--- src/hdl/gdc_pkg.sv ---
package gdc_pkg;

  // configuration register indexes
  localparam logic [1:0] CFG_THRESHOLD = 2'd0;
  localparam logic [1:0] CFG_ZERO_POINT = 2'd1;
  localparam logic [1:0] CFG_SCALE = 2'd2;
  localparam logic [1:0] CFG_STRIDE = 2'd3;

  // fixed-point constants
  localparam logic [16:0] LOG2E_Q16 = 17'd94548;
  localparam logic [15:0] LN2_Q16 = 16'd45426;
  localparam logic [16:0] ONE_Q16 = 17'd65536;
  localparam logic [19:0] SIZE_MAX_Q8 = 20'hFFFFF;
  localparam int unsigned TAYLOR_TERMS = 6;

  // datapath operations
  typedef enum logic [3:0] {
    OP_NONE  = 4'd0,
    OP_DEQ   = 4'd1,
    OP_EXPT  = 4'd2,
    OP_EXPY  = 4'd3,
    OP_TAYA  = 4'd4,
    OP_TAYB  = 4'd5,
    OP_POW   = 4'd6,
    OP_SHIFT = 4'd7,
    OP_CEN   = 4'd8,
    OP_EDGE  = 4'd9,
    OP_SCA   = 4'd10,
    OP_SCS   = 4'd11,
    OP_SCH   = 4'd12,
    OP_SCL   = 4'd13
  } op_t;

  typedef struct packed {
    op_t        op;
    logic [2:0] idx;   // box index or Taylor term number
    logic       axis;  // 0: x / width, 1: y / height
    logic       acc;   // input request taken this cycle
    logic       load;  // move result into the output register
  } cmd_t;

  typedef struct packed {
    logic hit;  // request on the input closes a cell in the grid that passes the threshold
  } sts_t;

  // ceil(2^24 / k): exact quotient for 17-bit dividends
  function automatic logic [24:0] recip(input logic [2:0] k);
    logic [24:0] r;
    case (k)
      3'd1:    r = 25'd16777216;
      3'd2:    r = 25'd8388608;
      3'd3:    r = 25'd5592406;
      3'd4:    r = 25'd4194304;
      3'd5:    r = 25'd3355444;
      3'd6:    r = 25'd2796203;
      default: r = 25'd0;
    endcase
    return r;
  endfunction

endpackage

--- src/hdl/gdc_ctrl.sv ---
module gdc_ctrl (
  input  logic          clk,
  input  logic          rst_n,
  input  logic          in_tvalid,
  output logic          in_tready,
  output logic          out_tvalid,
  input  logic          out_tready,
  input  gdc_pkg::sts_t sts,
  output gdc_pkg::cmd_t cmd
);

  typedef enum logic [14:0] {
    S_IDLE  = 15'b000000000000001,
    S_DEQ   = 15'b000000000000010,
    S_EXPT  = 15'b000000000000100,
    S_EXPY  = 15'b000000000001000,
    S_TAYA  = 15'b000000000010000,
    S_TAYB  = 15'b000000000100000,
    S_POW   = 15'b000000001000000,
    S_SHIFT = 15'b000000010000000,
    S_CEN   = 15'b000000100000000,
    S_EDGE  = 15'b000001000000000,
    S_SCA   = 15'b000010000000000,
    S_SCS   = 15'b000100000000000,
    S_SCH   = 15'b001000000000000,
    S_SCL   = 15'b010000000000000,
    S_DONE  = 15'b100000000000000
  } state_t;

  state_t     state_r, state_nxt;
  logic [2:0] cnt_r, cnt_nxt;
  logic       axis_r, axis_nxt;
  logic       oval_r, oval_nxt;
  logic       acc;
  logic       load;

  assign in_tready  = (state_r == S_IDLE);
  assign out_tvalid = oval_r;
  assign acc        = in_tvalid && in_tready;
  assign load       = (state_r == S_DONE) && (!oval_r || out_tready);

  // sequencer
  always_comb begin
    state_nxt = state_r;
    cnt_nxt   = cnt_r;
    axis_nxt  = axis_r;
    case (state_r)
      S_IDLE: begin
        if (acc && sts.hit) begin
          state_nxt = S_DEQ;
          cnt_nxt   = 3'd0;
          axis_nxt  = 1'b0;
        end
      end
      S_DEQ: begin
        cnt_nxt = cnt_r + 3'd1;
        if (cnt_r == 3'd3) begin
          state_nxt = S_EXPT;
        end
      end
      S_EXPT: state_nxt = S_EXPY;
      S_EXPY: begin
        state_nxt = S_TAYA;
        cnt_nxt   = 3'd1;
      end
      S_TAYA: state_nxt = S_TAYB;
      S_TAYB: begin
        if (cnt_r == 3'(gdc_pkg::TAYLOR_TERMS)) begin
          state_nxt = S_POW;
        end else begin
          state_nxt = S_TAYA;
          cnt_nxt   = cnt_r + 3'd1;
        end
      end
      S_POW: state_nxt = S_SHIFT;
      S_SHIFT: begin
        axis_nxt  = !axis_r;
        state_nxt = axis_r ? S_CEN : S_EXPT;
      end
      S_CEN: state_nxt = S_EDGE;
      S_EDGE: begin
        axis_nxt  = !axis_r;
        state_nxt = axis_r ? S_SCA : S_CEN;
      end
      S_SCA: state_nxt = S_SCS;
      S_SCS: state_nxt = S_SCH;
      S_SCH: state_nxt = S_SCL;
      S_SCL: state_nxt = S_DONE;
      S_DONE: begin
        if (load) begin
          state_nxt = S_IDLE;
        end
      end
      default: state_nxt = S_IDLE;
    endcase
  end

  // output valid flag
  always_comb begin
    oval_nxt = oval_r;
    if (load) begin
      oval_nxt = 1'b1;
    end else if (out_tready) begin
      oval_nxt = 1'b0;
    end
  end

  // command decode
  always_comb begin
    cmd.idx  = cnt_r;
    cmd.axis = axis_r;
    cmd.acc  = acc;
    cmd.load = load;
    case (state_r)
      S_DEQ:   cmd.op = gdc_pkg::OP_DEQ;
      S_EXPT:  cmd.op = gdc_pkg::OP_EXPT;
      S_EXPY:  cmd.op = gdc_pkg::OP_EXPY;
      S_TAYA:  cmd.op = gdc_pkg::OP_TAYA;
      S_TAYB:  cmd.op = gdc_pkg::OP_TAYB;
      S_POW:   cmd.op = gdc_pkg::OP_POW;
      S_SHIFT: cmd.op = gdc_pkg::OP_SHIFT;
      S_CEN:   cmd.op = gdc_pkg::OP_CEN;
      S_EDGE:  cmd.op = gdc_pkg::OP_EDGE;
      S_SCA:   cmd.op = gdc_pkg::OP_SCA;
      S_SCS:   cmd.op = gdc_pkg::OP_SCS;
      S_SCH:   cmd.op = gdc_pkg::OP_SCH;
      S_SCL:   cmd.op = gdc_pkg::OP_SCL;
      default: cmd.op = gdc_pkg::OP_NONE;
    endcase
  end

  always_ff @(posedge clk) begin
    if (!rst_n) begin
      state_r <= S_IDLE;
      cnt_r   <= 3'd0;
      axis_r  <= 1'b0;
      oval_r  <= 1'b0;
    end else begin
      state_r <= state_nxt;
      cnt_r   <= cnt_nxt;
      axis_r  <= axis_nxt;
      oval_r  <= oval_nxt;
    end
  end

  // result never overwrites one still waiting
  a_load_free: assert property (@(posedge clk) disable iff (!rst_n)
    load |-> (!oval_r || out_tready)) else $error("result overwritten");

  // a loaded result is presented next cycle
  a_load_valid: assert property (@(posedge clk) disable iff (!rst_n)
    load |=> out_tvalid) else $error("loaded result not presented");

  // Taylor term number stays in range
  a_term_range: assert property (@(posedge clk) disable iff (!rst_n)
    (state_r == S_TAYB) |-> (cnt_r >= 3'd1 && cnt_r <= 3'd6))
    else $error("Taylor term out of range");

  // no request taken while a cell is being decoded
  a_no_acc_busy: assert property (@(posedge clk) disable iff (!rst_n)
    (state_r != S_IDLE) |-> !acc) else $error("request taken while busy");

endmodule

--- src/hdl/gdc_dp.sv ---
module gdc_dp #(
  parameter int NUM_CLASSES = 80,
  parameter int GRID_MAX    = 128
) (
  input  logic          clk,
  input  logic          rst_n,
  input  logic          cfg_we,
  input  logic [1:0]    cfg_addr,
  input  logic [15:0]   cfg_wdata,
  input  logic [31:0]   in_tdata,
  input  logic          in_tlast,
  input  gdc_pkg::cmd_t cmd,
  output gdc_pkg::sts_t sts,
  output logic [111:0]  out_tdata
);

  // configuration
  logic signed [7:0] thr_r, zp_r;
  logic [15:0]       scale_r;
  logic [6:0]        stride_r;

  // cell state
  logic signed [7:0] box_r [4];
  logic signed [7:0] obj_r, best_r;
  logic [6:0]        cls_r;
  logic signed [7:0] obj_nxt, best_nxt;
  logic [6:0]        cls_nxt;
  logic [6:0]        row_r, col_r;

  // input fields
  logic [6:0]        in_row, in_col, in_ch;
  logic signed [7:0] in_val;
  logic [8:0]        kcls;

  // working registers
  logic signed [25:0] dx_r, dy_r, dw_r, dh_r;
  logic signed [25:0] t_r;
  logic signed [9:0]  n_r;
  logic [15:0]        y_r;
  logic [16:0]        term_r, tmp_r;
  logic [17:0]        sum_r;
  logic [24:0]        p_r;
  logic [19:0]        w_r, h_r;
  logic signed [25:0] c8_r;
  logic signed [20:0] left_r, top_r;
  logic signed [17:0] a_r;
  logic [31:0]        s2_r;
  logic [32:0]        ph_r;
  logic [15:0]        score_r;

  // shared multiplier
  logic signed [27:0] mul_a;
  logic signed [25:0] mul_b;
  logic signed [53:0] mul_p;

  // combinational helpers
  logic signed [25:0] d_sel;
  logic [16:0]        a_pos;
  logic [16:0]        term_new;
  logic signed [10:0] e_s;
  logic [10:0]        ne;
  logic [44:0]        shl_v;
  logic [24:0]        shr_v;
  logic [19:0]        size_v;
  logic [19:0]        size_sel;
  logic signed [26:0] edge_v;
  logic signed [20:0] edge_sat;
  logic [33:0]        sc_sum;

  assign in_row = in_tdata[6:0];
  assign in_col = in_tdata[13:7];
  assign in_ch  = in_tdata[20:14];
  assign in_val = signed'(in_tdata[28:21]);
  assign kcls   = {2'b0, in_ch} - 9'd5;

  // next objectness / class maximum, used for the threshold decision
  always_comb begin
    obj_nxt  = obj_r;
    best_nxt = best_r;
    cls_nxt  = cls_r;
    if (in_ch == 7'd4) begin
      obj_nxt = in_val;
    end else if (in_ch > 7'd4 && kcls < 9'(NUM_CLASSES)) begin
      if (kcls == 9'd0 || in_val > best_r) begin
        best_nxt = in_val;
        cls_nxt  = kcls[6:0];
      end
    end
  end

  assign sts.hit = in_tlast
                 && ({2'b0, in_row} < 9'(GRID_MAX))
                 && ({2'b0, in_col} < 9'(GRID_MAX))
                 && (obj_nxt >= thr_r) && (best_nxt >= thr_r);

  assign a_pos    = (a_r > 18'sd0) ? a_r[16:0] : 17'd0;
  assign d_sel    = cmd.axis ? (cmd.op == gdc_pkg::OP_CEN ? dy_r : dh_r)
                             : (cmd.op == gdc_pkg::OP_CEN ? dx_r : dw_r);
  assign size_sel = cmd.axis ? h_r : w_r;

  // operand selection
  always_comb begin
    mul_a = 28'sd0;
    mul_b = 26'sd0;
    case (cmd.op)
      gdc_pkg::OP_DEQ: begin
        mul_a = 28'(signed'({box_r[cmd.idx[1:0]][7], box_r[cmd.idx[1:0]]})
                    - signed'({zp_r[7], zp_r}));
        mul_b = signed'({10'b0, scale_r});
      end
      gdc_pkg::OP_EXPT: begin
        mul_a = 28'(d_sel);
        mul_b = signed'({9'b0, gdc_pkg::LOG2E_Q16});
      end
      gdc_pkg::OP_EXPY: begin
        mul_a = signed'({12'b0, t_r[15:0]});
        mul_b = signed'({10'b0, gdc_pkg::LN2_Q16});
      end
      gdc_pkg::OP_TAYA: begin
        mul_a = signed'({11'b0, term_r});
        mul_b = signed'({10'b0, y_r});
      end
      gdc_pkg::OP_TAYB: begin
        mul_a = signed'({11'b0, tmp_r});
        mul_b = signed'({1'b0, gdc_pkg::recip(cmd.idx)});
      end
      gdc_pkg::OP_POW: begin
        mul_a = signed'({10'b0, sum_r});
        mul_b = signed'({19'b0, stride_r});
      end
      gdc_pkg::OP_CEN: begin
        mul_a = 28'(d_sel) + signed'({5'b0, (cmd.axis ? row_r : col_r), 16'b0});
        mul_b = signed'({19'b0, stride_r});
      end
      gdc_pkg::OP_SCA: begin
        mul_a = 28'(signed'({obj_r[7], obj_r}) - signed'({zp_r[7], zp_r}));
        mul_b = 26'(signed'({best_r[7], best_r}) - signed'({zp_r[7], zp_r}));
      end
      gdc_pkg::OP_SCS: begin
        mul_a = signed'({12'b0, scale_r});
        mul_b = signed'({10'b0, scale_r});
      end
      gdc_pkg::OP_SCH: begin
        mul_a = signed'({11'b0, a_pos});
        mul_b = signed'({10'b0, s2_r[31:16]});
      end
      gdc_pkg::OP_SCL: begin
        mul_a = signed'({11'b0, a_pos});
        mul_b = signed'({10'b0, s2_r[15:0]});
      end
      default: begin
        mul_a = 28'sd0;
        mul_b = 26'sd0;
      end
    endcase
  end

  assign mul_p    = mul_a * mul_b;
  assign term_new = mul_p[40:24];

  // size = p * 2^(n-8), saturated
  assign e_s   = signed'({n_r[9], n_r}) - 11'sd8;
  assign ne    = 11'(-e_s);
  assign shl_v = {20'b0, p_r} << e_s[4:0];
  assign shr_v = p_r >> ne[4:0];
  always_comb begin
    if (p_r == 25'd0) begin
      size_v = 20'd0;
    end else if (!e_s[10]) begin
      if (e_s >= 11'sd20 || shl_v > 45'(gdc_pkg::SIZE_MAX_Q8)) begin
        size_v = gdc_pkg::SIZE_MAX_Q8;
      end else begin
        size_v = shl_v[19:0];
      end
    end else if (ne >= 11'd25) begin
      size_v = 20'd0;
    end else if (shr_v > 25'(gdc_pkg::SIZE_MAX_Q8)) begin
      size_v = gdc_pkg::SIZE_MAX_Q8;
    end else begin
      size_v = shr_v[19:0];
    end
  end

  // edge = centre - size/2, saturated to 21 bits
  assign edge_v = signed'({c8_r[25], c8_r}) - signed'({8'b0, size_sel[19:1]});
  always_comb begin
    if (edge_v > 27'sd1048575) begin
      edge_sat = 21'sd1048575;
    end else if (edge_v < -27'sd1048576) begin
      edge_sat = -21'sd1048576;
    end else begin
      edge_sat = edge_v[20:0];
    end
  end

  assign sc_sum = {1'b0, ph_r} + {17'b0, mul_p[32:16]};

  // configuration registers
  always_ff @(posedge clk) begin
    if (!rst_n) begin
      thr_r    <= 8'sd0;
      zp_r     <= 8'sd0;
      scale_r  <= 16'd256;
      stride_r <= 7'd8;
    end else if (cfg_we) begin
      case (cfg_addr)
        gdc_pkg::CFG_THRESHOLD:  thr_r    <= signed'(cfg_wdata[7:0]);
        gdc_pkg::CFG_ZERO_POINT: zp_r     <= signed'(cfg_wdata[7:0]);
        gdc_pkg::CFG_SCALE:      scale_r  <= cfg_wdata;
        gdc_pkg::CFG_STRIDE:     stride_r <= cfg_wdata[6:0];
        default: ;
      endcase
    end
  end

  // cell state
  always_ff @(posedge clk) begin
    if (!rst_n) begin
      box_r[0] <= 8'sd0;
      box_r[1] <= 8'sd0;
      box_r[2] <= 8'sd0;
      box_r[3] <= 8'sd0;
      obj_r    <= 8'sd0;
      best_r   <= 8'sd0;
      cls_r    <= 7'd0;
    end else if (cmd.acc) begin
      if (in_ch < 7'd4) begin
        box_r[in_ch[1:0]] <= in_val;
      end
      obj_r  <= obj_nxt;
      best_r <= best_nxt;
      cls_r  <= cls_nxt;
    end
  end

  // working registers
  always_ff @(posedge clk) begin
    if (cmd.acc) begin
      row_r <= in_row;
      col_r <= in_col;
    end
    case (cmd.op)
      gdc_pkg::OP_DEQ: begin
        case (cmd.idx[1:0])
          2'd0:    dx_r <= mul_p[25:0];
          2'd1:    dy_r <= mul_p[25:0];
          2'd2:    dw_r <= mul_p[25:0];
          default: dh_r <= mul_p[25:0];
        endcase
      end
      gdc_pkg::OP_EXPT: t_r <= mul_p[41:16];
      gdc_pkg::OP_EXPY: begin
        y_r    <= mul_p[31:16];
        n_r    <= t_r[25:16];
        term_r <= gdc_pkg::ONE_Q16;
        sum_r  <= {1'b0, gdc_pkg::ONE_Q16};
      end
      gdc_pkg::OP_TAYA: tmp_r <= mul_p[32:16];
      gdc_pkg::OP_TAYB: begin
        term_r <= term_new;
        sum_r  <= sum_r + {1'b0, term_new};
      end
      gdc_pkg::OP_POW: p_r <= mul_p[24:0];
      gdc_pkg::OP_SHIFT: begin
        if (cmd.axis) begin
          h_r <= size_v;
        end else begin
          w_r <= size_v;
        end
      end
      gdc_pkg::OP_CEN: c8_r <= mul_p[33:8];
      gdc_pkg::OP_EDGE: begin
        if (cmd.axis) begin
          top_r <= edge_sat;
        end else begin
          left_r <= edge_sat;
        end
      end
      gdc_pkg::OP_SCA: a_r  <= mul_p[17:0];
      gdc_pkg::OP_SCS: s2_r <= mul_p[31:0];
      gdc_pkg::OP_SCH: ph_r <= mul_p[32:0];
      gdc_pkg::OP_SCL: score_r <= (sc_sum > 34'd65535) ? 16'hFFFF : sc_sum[15:0];
      default: ;
    endcase
  end

  // output register
  always_ff @(posedge clk) begin
    if (cmd.load) begin
      out_tdata <= {7'b0, score_r, cls_r, h_r, w_r, top_r, left_r};
    end
  end

endmodule

--- src/hdl/grid_detection_cell_decoder.sv ---
// Grid detection cell decoder.
// Input stream: one int8 channel value per request, cells sent channel by
// channel (box x, y, w, h, objectness, then class scores); tlast marks the
// last channel of a cell. Config is written through cfg_we/cfg_addr/cfg_wdata;
// the user must do so only while the block is idle; the block does not enforce it.
// Requests that do not close a passing cell stream at one per clock while the
// block is idle. A request closing a cell whose objectness and best class
// both reach the threshold starts a decode run on the single shared 28x26
// multiplier: dequantise the box values, compute the two exp sizes
// (six-term Taylor series, term n being a multiply by y and one by 1/n),
// the two centres and edges, the score and a load step, during which tready
// is low; out_tvalid goes high in the cycle after the load step.
// The detection then sits in the output register; the input side is free again
// while it waits. A second passing cell finishes its decode and then holds
// until the receiver takes the first detection.
// Reset (synchronous, active low) restores the default config, clears the
// cell state and drops out_tvalid. A stalled receiver holds tdata unchanged.
module grid_detection_cell_decoder #(
  parameter int NUM_CLASSES = 80,
  parameter int GRID_MAX    = 128
) (
  input  logic         clk,
  input  logic         rst_n,
  input  logic         cfg_we,
  input  logic [1:0]   cfg_addr,
  input  logic [15:0]  cfg_wdata,
  input  logic         in_tvalid,
  output logic         in_tready,
  // [6:0] cell_row, [13:7] cell_col, [20:14] channel, [28:21] value
  input  logic [31:0]  in_tdata,
  input  logic         in_tlast,
  output logic         out_tvalid,
  input  logic         out_tready,
  // [20:0] box_left, [41:21] box_top, [61:42] box_width, [81:62] box_height,
  // [88:82] class_id, [104:89] score
  output logic [111:0] out_tdata
);

  gdc_pkg::cmd_t cmd;
  gdc_pkg::sts_t sts;

  gdc_ctrl u_ctrl (
    .clk        (clk),
    .rst_n      (rst_n),
    .in_tvalid  (in_tvalid),
    .in_tready  (in_tready),
    .out_tvalid (out_tvalid),
    .out_tready (out_tready),
    .sts        (sts),
    .cmd        (cmd)
  );

  gdc_dp #(
    .NUM_CLASSES (NUM_CLASSES),
    .GRID_MAX    (GRID_MAX)
  ) u_dp (
    .clk       (clk),
    .rst_n     (rst_n),
    .cfg_we    (cfg_we),
    .cfg_addr  (cfg_addr),
    .cfg_wdata (cfg_wdata),
    .in_tdata  (in_tdata),
    .in_tlast  (in_tlast),
    .cmd       (cmd),
    .sts       (sts),
    .out_tdata (out_tdata)
  );

endmodule
--- config.mk ---
export PLATFORM = sky130hd
export DESIGN_NAME = grid_detection_cell_decoder
export DESIGN_NICKNAME = d
export VERILOG_FILES = /design/src/hdl/gdc_pkg.sv /design/src/hdl/gdc_ctrl.sv /design/src/hdl/gdc_dp.sv /design/src/hdl/grid_detection_cell_decoder.sv
export SDC_FILE = /design/constraint.sdc
export NUM_CORES = 2
export LEC_CHECK = 0
export BUFFER_PORTS_ARGS = -buffer_cell sky130_fd_sc_hd__clkbuf_2
export CELL_PAD_IN_SITES_DETAIL_PLACEMENT = 1
export CELL_PAD_IN_SITES_GLOBAL_PLACEMENT = 1
export CORE_ASPECT_RATIO = 0.6
export CORE_MARGIN = 1
export CORE_UTILIZATION = 50
export DETAILED_ROUTE_END_ITERATION = 8
export GPL_ROUTABILITY_DRIVEN = 0
export GPL_TIMING_DRIVEN = 0
export PLACE_DENSITY = 0.85
export SLEW_MARGIN = 20
export SYNTH_ARGS = -nofsm -noshare
export SYNTH_HDL_FRONTEND = slang
export SYNTH_SLANG_ARGS = --single-unit
--- constraint.sdc ---
create_clock -name clk -period 15.6 [get_ports clk]
set_input_delay 1.56 -clock clk [delete_from_list [all_inputs] [get_ports clk]]
set_output_delay 1.56 -clock clk [all_outputs]
set_load 0.05 [all_outputs]
; ---- Word-level counts from Yosys, hierarchy flattened
; Memory sizes are Yosys's and may differ from the RTL's. A register that Yosys moved wholly into a read port is not among the register bits.
; Cells that the tools add are included.
[totals]
out_inout_bits = 114
ramBits = 32
ff_bits = 641
mem_count = 1
in_bits = 56
word_cells = 198
[mem_list]
columns = memory, depth, word_bits, rd, rd_clocked_by_memory_dff, wr, line
row1 = u_dp.box_r, 4, 8, 1, 1, 4, gdc_dp.sv:23  ; logic signed [7:0] box_r [4];
[classes]
bitwise_logic = 3
mux = 47
order_cmp = 14
n_eq_ne = 44
shift = 2
addsub = 11
n_mul = 1
n_reduce_logical = 41
[op_table]
columns = cell, n
row1 = $pmux W28 S10, 1
row2 = $pmux W26 S9, 1
row3 = $pmux W15 S15, 1
row4 = $pmux W25 S6, 1
row5 = $mux W20, 6
row6 = $mux W26, 3
row7 = $pmux W4 S13, 1
row8 = $gt A45 B20 Y1 const B, 1
row9 = $mux W15, 3
row10 = $shl A25 B5 Y45, 1
row11 = $mul A28 B26 Y42, 1
row12 = $mux W21, 2
row13 = $mux W8, 5
row14 = $pmux W18 S2, 1
row15 = $add A33 B17 Y34, 1
row16 = $gt A34 B16 Y1 const B, 1
row17 = $pmux W17 S2, 1
row18 = $add A26 B24 Y27, 1
row19 = $gt A27 B21 Y1 const B, 1
row20 = $lt A27 B21 Y1 const B, 1
row21 = $sub A26 B20 Y27, 1
row22 = $sub A8 B8 Y9, 3
row23 = $reduce_and A2 Y1, 13
row24 = $gt A25 B20 Y1 const B, 1
row25 = 64 further kinds, 111

; ---- Longest topological paths before layout
[depth]
depth_word = 13
ltp_mapped = 50

; ---- Cells and area by module
; A second synthesis with hierarchy kept.
[hier_totals]
cells_unflattened = 5098
area_unflattened_um2 = 54109.4
[modules_own_cells]
columns = mod, area_per_inst_um2, n_inst, cells_each, seq_area_each_um2
row1 = gdc_dp, 52829.4, 1, 4951, 18988.2
row2 = gdc_ctrl, 1280.0, 1, 147, 400.4

; ---- Worst setup path before layout
; Ideal clock, no wire load.
[synth_timing]
kind = register to register
start = register u_ctrl.state_r[5]
end = register u_dp.score_r[7], data pin
setup_ns = 0.282
arrival_ns = 12.468
path_buffers = 5
setup_slack_ns = 2.849
stages_incl_launch_ff = 43
cell_sequence = dfxtp_1 or4_1 buf_2 nor4_1 buf_2 mux4_2 ha_1 fa_1 a22oi_1 and3_1 clkbuf_1 clkbuf_1 nor2_1 fa_1 fa_1 inv_1 fa_1 fa_1 (+7 left out) a2111oi_0 o21ai_0 a221oi_1 o21ai_0 a21o_1 a21o_1 xor2_1 ha_1 o21ai_0 nand2b_1 and3_1 and3_1 a221o_1 a211oi_1 o21ai_0 nor4_1 clkbuf_1 o2111ai_1
[synth_via]
elab_chain_cells = 10
elab_cells_between_ends = 37
cone_classes = 2 x add/sub / 1 x mul / 1 x order compare / 24 x eq/ne / 6 x mux / 3 x reduce/logical
[synth_lines]
columns = item, line
row1 = start: declaration, gdc_ctrl.sv:30  ; state_t state_r, state_nxt;
row2 = start signal: assignment, gdc_ctrl.sv:139  ; state_r <= state_nxt;
row3 = "$eq A15 B14 Y1, or another cell as far along", gdc_ctrl.sv:114  ; case (state_r)
row4 = $pmux W4 S13 *, gdc_ctrl.sv:114
row5 = $eq A4 B4 Y1, "gdc_dp.sv:97, gdc_dp.sv:98, gdc_dp.sv:105"
row6 = "$mux W26, on equally long branches", "gdc_dp.sv:98, gdc_dp.sv:97"
row7 = $mux W26, gdc_dp.sv:97  ; assign d_sel = cmd.axis ? (cmd.op == gdc_pkg::OP_CEN ? dy_r : dh_r)
row8 = $add A26 B24 Y27, gdc_dp.sv:132  ; mul_a = 28'(d_sel) + signed'({5'b0, (cmd.axis ? row_r : col_r), 16'b0});
row9 = $pmux W28 S10, gdc_dp.sv:105  ; case (cmd.op)
row10 = $mul A28 B26 Y42 *, gdc_dp.sv:158  ; assign mul_p = mul_a * mul_b;
row11 = via u_dp.mul_p[25], gdc_dp.sv:54  ; logic signed [53:0] mul_p;
row12 = $add A33 B17 Y34 *, gdc_dp.sv:196  ; assign sc_sum = {1'b0, ph_r} + {17'b0, mul_p[32:16]};
row13 = $gt A34 B16 Y1 *, gdc_dp.sv:282  ; gdc_pkg::OP_SCL: score_r <= (sc_sum > 34'd65535) ? 16'hFFFF : sc_sum[15:0];
row14 = end signal: assignment, gdc_dp.sv:282
row15 = end: declaration, gdc_dp.sv:49  ; logic [15:0] score_r;
; The timed path passes the listed nets; every way through them passes the cells marked *.
; A chain may end at the register's enable or synchronous reset.

; ---- Worst setup path after layout
[layout_timing]
start = register u_ctrl.state_r[5]
end = register u_dp.score_r[12], data pin
[layout_via]
elab_chain_cells = 10
elab_cells_between_ends = 37
cone_classes = 2 x add/sub / 1 x mul / 1 x order compare / 24 x eq/ne / 6 x mux / 3 x reduce/logical
[layout_lines]
columns = item, line
row1 = "$eq A15 B14 Y1, or another cell as far along", gdc_ctrl.sv:114
row2 = $pmux W4 S13 *, gdc_ctrl.sv:114
row3 = $eq A4 B4 Y1, "gdc_dp.sv:97, gdc_dp.sv:98, gdc_dp.sv:105"
row4 = "$mux W26, on equally long branches", "gdc_dp.sv:98, gdc_dp.sv:97"
row5 = $mux W26, gdc_dp.sv:97
row6 = $add A26 B24 Y27, gdc_dp.sv:132
row7 = $pmux W28 S10, gdc_dp.sv:105
row8 = $mul A28 B26 Y42 *, gdc_dp.sv:158
row9 = via u_dp.mul_p[28], gdc_dp.sv:54
row10 = $add A33 B17 Y34 *, gdc_dp.sv:196
row11 = $gt A34 B16 Y1, gdc_dp.sv:282
; Marks and branches as above.

==> flow_summary.ini <==
[run_status]
status = finished, violations left
failed_checks = DRC

[clock_tree]
clockBufferDepth = 3
ctsHoldBuffers = 0
insertion_delay_ns = 0.69
cts_root_buf = clkbuf_16
path_clk_slew_ns = 0.07
cts_htree_levels = 2
cts_tree = yes
cts_sinks = 675
numCtsBuffers = 56

[placed_design]
pre_cts_slack_ns = -1.07
port_buffers = 158
dpl_cell_area_sq_um = 57000
hpwl_um = 166000
place_inst = 6633

[die]
io_pins = 170
core_sq_um = 106000
dieHeight_um = 255
dieWidth_um = 424
die_area_sq_um = 108000
num_rows = 92
initial_core_util = 0.507

[grt]
first_global_vias = 46800
grt_util_met1 = 0.524
met3_usage = 0.197
grt_overflow = 0
antenna_found_initial = 17
grtUsageTotal = 0.403
use_met2 = 0.563
grt_pass1_wl_um = 318000
grt_max_degree = 36
top_usage_layer = met2

[critical_path]
reg2reg_to = u_dp.score_r[12]
critical_path_class = flop to flop
crit_start = u_ctrl.state_r[5]
cpPeakStageDelay_ns = 0.61
cp.arrival_ns = 15.89
reg2reg_from = u_ctrl.state_r[5]
start_kind = flop
r2r_cells = 45
worstPathMaxFanout = 10
cp_data_required_time_ns = 15.97
crit_path_end_kind = flop
rrSetupSlack_ns = 0.08
critPathMostFrequentCell = fa_1
worst_path_max_delay_cell = mux4_2

[cells_and_area]
drive_above_1_share = 0.108
multi_input_area_sq_um = 30800
fillers = 11300
syn_to_final_growth_pct = 10.9
nets = 6212
design_area_sq_um = 59300
instances_no_fill = 6768
register_area_sq_um = 19400
finish.utilization = 0.562

[yosys]
async_reset_ff_frac = 0
ys_seq_area_frac = 0.363
ys_types = 86
synthFlopType = edfxtp_1
syn_area_sq_um = 53500
ys_ff_latch = 675
netlist_instances = 5020
yosysWarnings = 0
synth-edff-count = 591
synth_area_per_cell_sq_um = 10.7

[sta]
setup_ws_ns = 0.0847
max_freq_mhz = 64.5
hold_viol = 0
finClkSkew_ns = 0.0716
whs_ns = 0.411
drv_slew = 0
layout_min_cycle_time_ns = 15.52
worst_pin_slew_ns = 1.41
setup_viol = 0
relSlewSlack = 0.0551
period_share = 0.995

[routing]
dr_total_vias = 45000
wl_per_cell_um = 32.7
drt_pass1_iterations = 9
drt-total-wl_um = 221000
viasPerCell = 6.65
drt_iter0_drc = 7563
antenna_left = 0
drc = 85

[pwr]
power_density_nw_per_um2 = 62.3
leakagePower_nw = 23.9
vdd_drop_max_mv = 0.0917

[hold_path]
hold_path.class = flop to flop
hold_end = u_dp.out_tdata[36]
hold_path_startpoint = u_dp.top_r[15]
hold_path_depth = 0

[job]
maxCapViolations = 0
layer usage:
layer	routed length (um)	part of all wire
met2	90000	0.41
met3	37700	0.17
met1	79200	0.36
met5	720	0.0033
met4	13600	0.061
stage by stage:
stage,TNS (ns),power [W]
2_1_floorplan,0,0.00212
3_3_place_gp,-58.17,0.00218
3_5_place_dp,-14.51,0.00219
4_1_cts,0,0.00364
5_1_grt,-0.0405,0.00374
6_report,0,0.00370
worst max path at each step:
stage	to	slack, ns	cells past startpoint
final	u_dp.score_r[12]	0.08	45
after CTS	u_dp.score_r[12]	0.04	44
after global routing	u_dp.score_r[12]	-0.02	45
after floorplan	u_dp.score_r[7]	2.85	42
after global placement	u_dp.score_r[7]	-2.91	41
after detailed placement	u_dp.score_r[12]	-1.07	46
cell usage in the layout (no fill, tap or decap), types with 52 or more instances in the layout:
cell	n
clkbuf_2	185
dfxtp_1	83
clkbuf_1	146
and2_1	64
nor3_1	53
ha_1	258
mux2i_1	89
nand3_1	54
inv_1	801
clkbuf_16	57
nand2_1	558
edfxtp_1	591
fa_1	605
o21ai_0	110
a21o_1	52
xnor2_1	59
a21oi_1	183
mux4_2	60
nor2_1	487
logic make-up after synthesis:
family / after synthesis / synth area share
AOI/OAI and AO/OA: 682 / 0.0856
DFF: 675 / 0.363
and+or+nand+nor: 1456 / 0.120
buffers and inverters: 1026 / 0.0731
other: 1 / 0.0000701
adders and majority gates: 863 / 0.287
muxes: 182 / 0.0489
xor gates and xnor gates: 135 / 0.0221
flip-flops by register name, summed over array words and instances (netlist names), 10 cells and up, named ones only:
| name | count |
|---|---|
| u_ctrl.state_r | 15 |
| u_dp.a_r | 18 |
| u_dp.box_r | 32 |
| u_dp.c8_r | 26 |
| u_dp.dh_r | 26 |
| u_dp.dw_r | 26 |
| u_dp.dx_r | 26 |
| u_dp.dy_r | 26 |
| u_dp.h_r | 20 |
| u_dp.left_r | 21 |
| u_dp.n_r | 10 |
| u_dp.out_tdata | 105 |
| u_dp.p_r | 25 |
| u_dp.ph_r | 33 |
| u_dp.s2_r | 32 |
| u_dp.scale_r | 16 |
| u_dp.score_r | 16 |
| u_dp.sum_r | 18 |
| u_dp.t_r | 26 |
| u_dp.term_r | 17 |
| u_dp.tmp_r | 17 |
| u_dp.top_r | 21 |
| u_dp.w_r | 20 |
| u_dp.y_r | 16 |
critical path, delay by kind of cell (launching register included):
family	cells	cell delay (ns)
and+or+nand+nor	8	2.47
DFF	1	0.34
xor gates and xnor gates	1	0.37
adders and majority gates	11	5.21
muxes	1	0.61
buffers and inverters	8	1.80
AOI/OAI and AO/OA	16	4.35
what timing repair did:
action                     in CTS  in global routing
pin swaps                       4                  4
setup endpoints to repair      20                 19
resized for setup              27                 64
buffers inserted                8                  8
layout make-up:
type,count,share of cell area
clock buffer,68,0.0254
timing repair buffer,217,0.0260
clock inverter,35,0.00586
inverter,808,0.0512
tap,1410,0.0297
sequential,675,0.327
antenna,20,0.000844
multi-input combinational,3325,0.518
buffer,210,0.0151
synthesized netlist by cell type, drive strengths merged (58+ instances only):
cell / n / share of area
mux2i: 89 / 0.017
mux4: 60 / 0.025
xnor2: 77 / 0.013
edfxtp: 591 / 0.33
fa: 605 / 0.23
and2: 74 / 0.0087
nand2: 560 / 0.039
clkbuf: 174 / 0.012
dfxtp: 84 / 0.031
inv: 804 / 0.056
a21oi: 188 / 0.018
ha: 258 / 0.060
nor2: 498 / 0.035
o21ai: 124 / 0.012
xor2: 58 / 0.0095
power by group:
part	internal, W	switching (W)	leakage [nW]
combinational	0.0000694	0.000135	17.1
sequential	0.00195	0.0000134	5.85
clock	0.000765	0.000763	0.899
total	0.00278	0.000911	23.9
No activity file was read; power rests on OpenSTA's default activity.
